--- config.mk ---
export PLATFORM = sky130hd
export DESIGN_NAME = kal_ctrl
export DESIGN_NICKNAME = d
export VERILOG_FILES = /design/src/kal_pkg.sv /design/src/kal_ctrl.sv
export SDC_FILE = /design/constraint.sdc
export NUM_CORES = 1
export LEC_CHECK = 0
export BUFFER_PORTS_ARGS = -buffer_cell sky130_fd_sc_hd__buf_2
export CORE_MARGIN = 5
export CORE_UTILIZATION = 37
export DETAILED_ROUTE_END_ITERATION = 7
export PLACE_DENSITY = 0.65
export SYNTH_ARGS = -nofsm -noshare
export SYNTH_HDL_FRONTEND = slang
export SYNTH_SLANG_ARGS = --single-unit
export TNS_END_PERCENT = 5
--- constraint.sdc ---
create_clock -name clk_i -period 1.84 [get_ports clk_i]
set_clock_uncertainty 0.2 [all_clocks]
set_input_delay 0.368 -clock clk_i [delete_from_list [all_inputs] [get_ports clk_i]]
set_output_delay 0.368 -clock clk_i [all_outputs]
set_load 0.01 [all_outputs]
--- src/kal_pkg.sv ---
package kal_pkg;

  localparam int unsigned DATA_W = 11;

  localparam logic [1:0] FUNC_LOAD  = 2'd0;
  localparam logic [1:0] FUNC_BUILD = 2'd1;
  localparam logic [1:0] FUNC_QUERY = 2'd2;

  localparam logic [DATA_W-1:0] NO_NODE          = 11'h7FF;
  localparam logic [DATA_W-1:0] NODE_COUNT_RESET = 11'd1024;

  typedef enum logic [3:0] {
    S_IDLE,
    S_LOAD,
    S_B_RD0,
    S_B_RD1,
    S_B_WR,
    S_B_WRN,
    S_Q_CHK,
    S_Q_STEP,
    S_Q_WAIT,
    S_Q_FIN,
    S_DONE
  } kal_state_e;

  typedef struct packed {
    logic capture;
    logic wr_load;
    logic rd_mid;
    logic rd_far;
    logic b_write;
    logic b_none;
    logic q_read;
    logic q_take;
    logic q_dec;
    logic q_fail;
    logic q_fin;
    logic out_load;
  } kal_cmd_t;

  typedef struct packed {
    logic [1:0] in_func;
    logic       build_empty;
    logic       q_bad;
    logic       rd_ok;
    logic       last_node;
    logic       last_level;
    logic       bit_set;
    logic       lvl_zero;
    logic       out_free;
  } kal_sts_t;

endpackage

--- src/kal_ctrl.sv ---
module kal_ctrl
  import kal_pkg::*;
(
  input  logic     clk_i,
  input  logic     rst_ni,
  input  logic     in_valid_i,
  input  kal_sts_t sts_i,
  output kal_cmd_t cmd_o,
  output logic     in_stall_o
);

  kal_state_e state_q, state_d;

  always_ff @(posedge clk_i or negedge rst_ni) begin
    if (!rst_ni) begin
      state_q <= S_IDLE;
    end else begin
      state_q <= state_d;
    end
  end

  always_comb begin
    state_d    = state_q;
    cmd_o      = '0;
    in_stall_o = (state_q != S_IDLE);
    unique case (state_q)
      S_IDLE: begin
        if (in_valid_i) begin
          cmd_o.capture = 1'b1;
          priority if (sts_i.in_func == FUNC_LOAD) begin
            state_d = S_LOAD;
          end else if (sts_i.in_func == FUNC_BUILD) begin
            state_d = sts_i.build_empty ? S_IDLE : S_B_RD0;
          end else if (sts_i.in_func == FUNC_QUERY) begin
            state_d = S_Q_CHK;
          end else begin
            state_d = S_IDLE;
          end
        end
      end
      S_LOAD: begin
        cmd_o.wr_load = 1'b1;
        state_d       = S_IDLE;
      end
      S_B_RD0: begin
        cmd_o.rd_mid = 1'b1;
        state_d      = S_B_RD1;
      end
      S_B_RD1: begin
        if (sts_i.rd_ok) begin
          cmd_o.rd_far = 1'b1;
          state_d      = S_B_WR;
        end else begin
          state_d = S_B_WRN;
        end
      end
      S_B_WR, S_B_WRN: begin
        cmd_o.b_write = 1'b1;
        cmd_o.b_none  = (state_q == S_B_WRN);
        state_d       = (sts_i.last_node && sts_i.last_level) ? S_IDLE : S_B_RD0;
      end
      S_Q_CHK: begin
        if (sts_i.q_bad) begin
          cmd_o.q_fail = 1'b1;
          state_d      = S_DONE;
        end else begin
          state_d = S_Q_STEP;
        end
      end
      S_Q_STEP: begin
        if (sts_i.bit_set) begin
          cmd_o.q_read = 1'b1;
          state_d      = S_Q_WAIT;
        end else if (sts_i.lvl_zero) begin
          state_d = S_Q_FIN;
        end else begin
          cmd_o.q_dec = 1'b1;
        end
      end
      S_Q_WAIT: begin
        if (!sts_i.rd_ok) begin
          cmd_o.q_fail = 1'b1;
          state_d      = S_DONE;
        end else begin
          cmd_o.q_take = 1'b1;
          cmd_o.q_dec  = !sts_i.lvl_zero;
          state_d      = sts_i.lvl_zero ? S_Q_FIN : S_Q_STEP;
        end
      end
      S_Q_FIN: begin
        cmd_o.q_fin = 1'b1;
        state_d     = S_DONE;
      end
      S_DONE: begin
        if (sts_i.out_free) begin
          cmd_o.out_load = 1'b1;
          state_d        = S_IDLE;
        end
      end
      default: begin
        state_d = S_IDLE;
      end
    endcase
  end

  a_out_free: assert property (@(posedge clk_i) disable iff (!rst_ni)
    cmd_o.out_load |-> sts_i.out_free)
    else $error("result loaded into busy output register");

  a_far_ok: assert property (@(posedge clk_i) disable iff (!rst_ni)
    cmd_o.rd_far |-> sts_i.rd_ok)
    else $error("build follows an absent ancestor");

  a_query_entry: assert property (@(posedge clk_i) disable iff (!rst_ni)
    (cmd_o.capture && sts_i.in_func == FUNC_QUERY) |=> state_q == S_Q_CHK)
    else $error("query beat not dispatched");

  a_one_port_op: assert property (@(posedge clk_i) disable iff (!rst_ni)
    $countones({cmd_o.rd_mid, cmd_o.rd_far, cmd_o.q_read, cmd_o.wr_load,
                cmd_o.b_write}) <= 1)
    else $error("table accessed twice in one cycle");

endmodule

; ---- Yosys cells after proc, flatten, opt, wreduce, memory -nomap -nowiden
; Index checks and enable logic that the tools add are counted.
[totals]
rom_bits = 0
latch_bits = 0
n_memories = 0
reg_bits = 4
out_inout_bits = 13
ram_bits = 0
word_cells = 57
in_bits = 13
[op_classes]
muxes = 34
eq_ne = 15
n_lt_le_gt_ge = 0
n_addsub = 0
n_mul = 0
bitwise = 0
div_mod_pow = 0
shift = 0
reduce_logical = 7
[ops]
columns = operator, n
row1 = two-way mux 4 bit, 9
row2 = one-hot mux 4 bit (9 select lines), 1
row3 = two-way mux 1 bit, 17
row4 = equality test 4 x 3 -> 1 bit (second input constant), 4
row5 = equality test 4 bit (second input constant), 3
row6 = equality test 4 x 2 -> 1 bit (second input constant), 2
row7 = two-way mux 2 bit, 4
row8 = equality test 4 x 1 -> 1 bit (second input constant), 1
row9 = zero test 4 bit, 1
row10 = inequality test 2 bit (second input constant), 2
row11 = one-hot mux 1 bit (2 select lines), 2
row12 = nonzero test 4 bit, 1
row13 = two-way mux 3 bit, 1
row14 = inequality test 3 bit (second input constant), 1
row15 = AND reduction 3 bit, 1
row16 = equality test 2 x 1 -> 1 bit (second input constant), 1
row17 = equality test 2 bit (second input constant), 1
row18 = zero test 2 bit, 1
row19 = OR reduction 2 bit, 1
row20 = logical AND 1 bit, 1
row21 = zero test 1 bit, 1

; ---- Logic depth before layout (Yosys ltp)
[depth]
word_depth = 6
mapped_depth = 6
ltp_nobuf = 4

; ---- Least setup slack after synthesis
; Ideal clock, no wire load.
[synth_timing]
kind = reg-to-output
startpoint = reg state_q[2]
endpoint = out cmd_o[2] in the netlist's numbering
t_required_ns = 1.272
arrival_time_ns = 1.205
setup_slack_ns = 0.067
path_stages_with_launch = 4
path_buffers = 1
path_cell_list = dfrtp_1 -> buf_6 -> or4b_1 -> a21oi_2
[synth_lines]
columns = item, line_no
row1 = from (decl), kal_ctrl.sv:12  ; kal_state_e state_q, state_d;
row2 = from (signal assigned), kal_ctrl.sv:18  ; state_q <= state_d;
row3 = to (decl), kal_ctrl.sv:8  ; output kal_cmd_t cmd_o,

==> impl_metrics.json <==
{
  "outcome": "complete, but fails checks",
  "violations": "setup timing",
  "drc_errors": 0,
  "finalHoldViolCount": 0,
  "setup_viol": 13,
  "instances_no_fill": 124,
  "syn2layout_area_growth_pct": 60.9,
  "finalCritPeriodShare_pct": 112,
  "num_rows": 14,
  "p_int_w": 0.000634,
  "slew_viol_final": 0,
  "synth_ff_type": "dfrtp_1",
  "initial_utilization_pct": 37.9,
  "vias_per_cell": 5.33,
  "dieArea_mm2": 0.00236,
  "grt_overflow_total": 0,
  "tightest_slew_ns": 0.312,
  "ir_drop_mv": 0.572,
  "grt_pass1_vias": 732,
  "dp_slack_ns": -0.0120,
  "antenna_found_initial": 0,
  "synth_top_area_share_pct": 18.2,
  "routed_wl_um": 1800,
  "min_path_type": "in -> reg",
  "cts_root_buffer": "clkbuf_4",
  "hold_depth": 2,
  "grt_use_total_pct": 15.7,
  "rsz0062_at_grt": "yes",
  "core-area_mm2": 0.00145,
  "synth.area.top_cells": "dfrtp_1 18%, nor2_1 6.8%, nor4_1 4.5%, buf_6 4.1%, inv_1 4.1%",
  "slew_headroom_pct": 79.2,
  "dp_cells": 118,
  "numCtsBuffers": 3,
  "drive_above_1_share_pct": 61.1,
  "final_cell_mix": "25 x buf_2, 10 x buf_4, 7 x nor2_1",
  "path_max_fanout": 4,
  "clkSinkCount": 4,
  "die_h_um": 48.6,
  "synth_top_family_by_area": "simple AND/OR/NAND/NOR gates",
  "diodes": 0,
  "largest_reg_flops": 4,
  "endpoint_kind": "output port",
  "first_pass_iters": 4,
  "finalWorstSetupSlack_ns": -0.218,
  "synth_top_area_cell": "dfrtp_1",
  "critPathLaunch": "state_q[2]",
  "seqPwrFrac_pct": 16.0,
  "yosys-mux-area-fraction_pct": 2.05,
  "cts_buffer_depth": 2,
  "h-tree-depth": 1,
  "r2r_end": "state_q[2]",
  "power_frac_comb_pct": 74.8,
  "worstRegToRegCells": 5,
  "reg2reg_setup_slack_ns": -0.02,
  "multiInputGateArea_um2": 454,
  "clkPwrFrac_pct": 9.3,
  "synthSimpleGateAreaFrac_pct": 39.3,
  "yosys.area_share.adder_pct": 0,
  "place_congestion": 0.839,
  "top_register": "state_q",
  "swShare_pct": 47.6,
  "regArea_um2": 105,
  "syn_area_per_cell_um2": 7.75,
  "endpoint": "cmd_o[2]",
  "ios": 26,
  "ant_nets": 0,
  "drt_iter0_markers": 8,
  "p_sw_w": 0.000576,
  "fill_cells": 132,
  "maxCapViolations": 0,
  "routed-via-count": 661,
  "async_flop_share_pct": 100,
  "max_freq_mhz": 486,
  "syn_nets": 84,
  "setup_tns_ns": -1.42,
  "clk_pin_slew_ns": 0.04,
  "synth-warning-count": 0,
  "critPathArrivalTime_ns": 1.49,
  "r2r_start": "state_q[1]",
  "cp_data_required_time_ns": 1.27,
  "min_period_ns": 2.06,
  "synth.distinct_cells": 39,
  "hpwl_um": 1330,
  "worstSkewPairLatency_ns": 0.24,
  "p_leak_nw": 0.406,
  "numPortBuffers": 25,
  "top_regs": "state_q x4",
  "synth_edf_count": 0,
  "die_x_um": 48.6,
  "syn-instance-count": 71,
  "grt_pass1_wl_um": 3060,
  "synth_xor_area_share_pct": 0,
  "grt_max_degree": 9,
  "startpoint_type": "register",
  "crit_type": "reg -> out",
  "synthesis.area_um2": 551,
  "final_common_cell": "buf_2",
  "pwr_density_cell_mw_per_mm2": 1370,
  "cts_tree": "done",
  "synth_compound_area_share_pct": 28.4,
  "routedWlPerCell_um": 14.5,
  "seq_area_frac_synth_pct": 18.2,
  "finish.net_count": 123,
  "synth-seq-cells": 4
}
==> synth_stat cells, drive strengths merged (2+ instances only) <==
master,n
a21oi,2
nor2b,2
dfrtp,4
nor2,10
buf,5
nand2,4
nor3,2
nand4b,2
o21a,2
nor4b,2
nor4,4
o21ai,5
or4b,2
inv,6
==> cells by family after synthesis <==
logic type / count (synthesis)
AND/OR/NAND/NOR: 35
AO/OA/AOI/OAI: 19
buffers and inverters: 12
flip-flops: 4
multiplexers: 1
==> cell type report <==
type | count | share of cell area [%]
flip-flops and latches | 4 | 11.9
inverters | 6 | 2.82
clock buffers | 3 | 2.54
repair buffers | 40 | 29.2
multi-input cells | 55 | 51.3
well taps | 16 | 2.26
==> worst max-delay path, cell delays in order, from the launching register on <==
cell and delay, ns:
dfrtp_2 0.42, or4b_1 0.54, a21oi_2 0.15, buf_2 0.15
==> worst min path at each step <==
stage	startpoint	end	slack, ns
floorplan	rst_ni	state_q[0]	-0.13
global placement	rst_ni	state_q[0]	-0.03
detailed placement	rst_ni	state_q[2]	-0.03
CTS	sts_i[0]	state_q[3]	0.14
global route	sts_i[0]	state_q[3]	0.14
finish	sts_i[0]	state_q[3]	0.14
==> through the flow <==
stage               power, W  area (um2)  util (%)  hold slack, ns
global route         0.00131         886      60.9           0.142
finish               0.00121         886      60.9           0.141
CTS                  0.00114         851      58.5           0.137
global placement    0.000899         742      51.0         -0.0287
floorplan           0.000671         551         -          -0.128
detailed placement  0.000902         742      51.0         -0.0252
==> repair_timing <==
item / 4_1_cts / 5_1_grt
endpoints found under the hold margin: 4 / 0
pin swaps: 2 / 2
setup buffers: 2 / 0
resized for setup: 17 / 7
endpoints found under the setup margin: 13 / 14
hold buffers: 1 / 0
==> per-layer routing <==
layer / vias to the layer above / share of wire, % / GRT usage, %
met4: 0 / 0.95 / 6.28
met2: 17 / 53 / 28.5
met5: - / 0 / 0
li1: 340 / - / -
met3: 3 / 4.0 / 3.37
met1: 301 / 42 / 17.3
==> power by group through the flow <==
stage	Sequential [W]	Clock (W)	Combinational, W
after floorplan	0.000141	0	0.000531
after global placement	0.000193	0	0.000706
after detailed placement	0.000192	0	0.000709
after CTS	0.000192	0.000116	0.000834
after global routing	0.000197	0.000128	0.000984
final	0.000193	0.000112	0.000905
No activity file was read; power rests on OpenSTA's default activity.
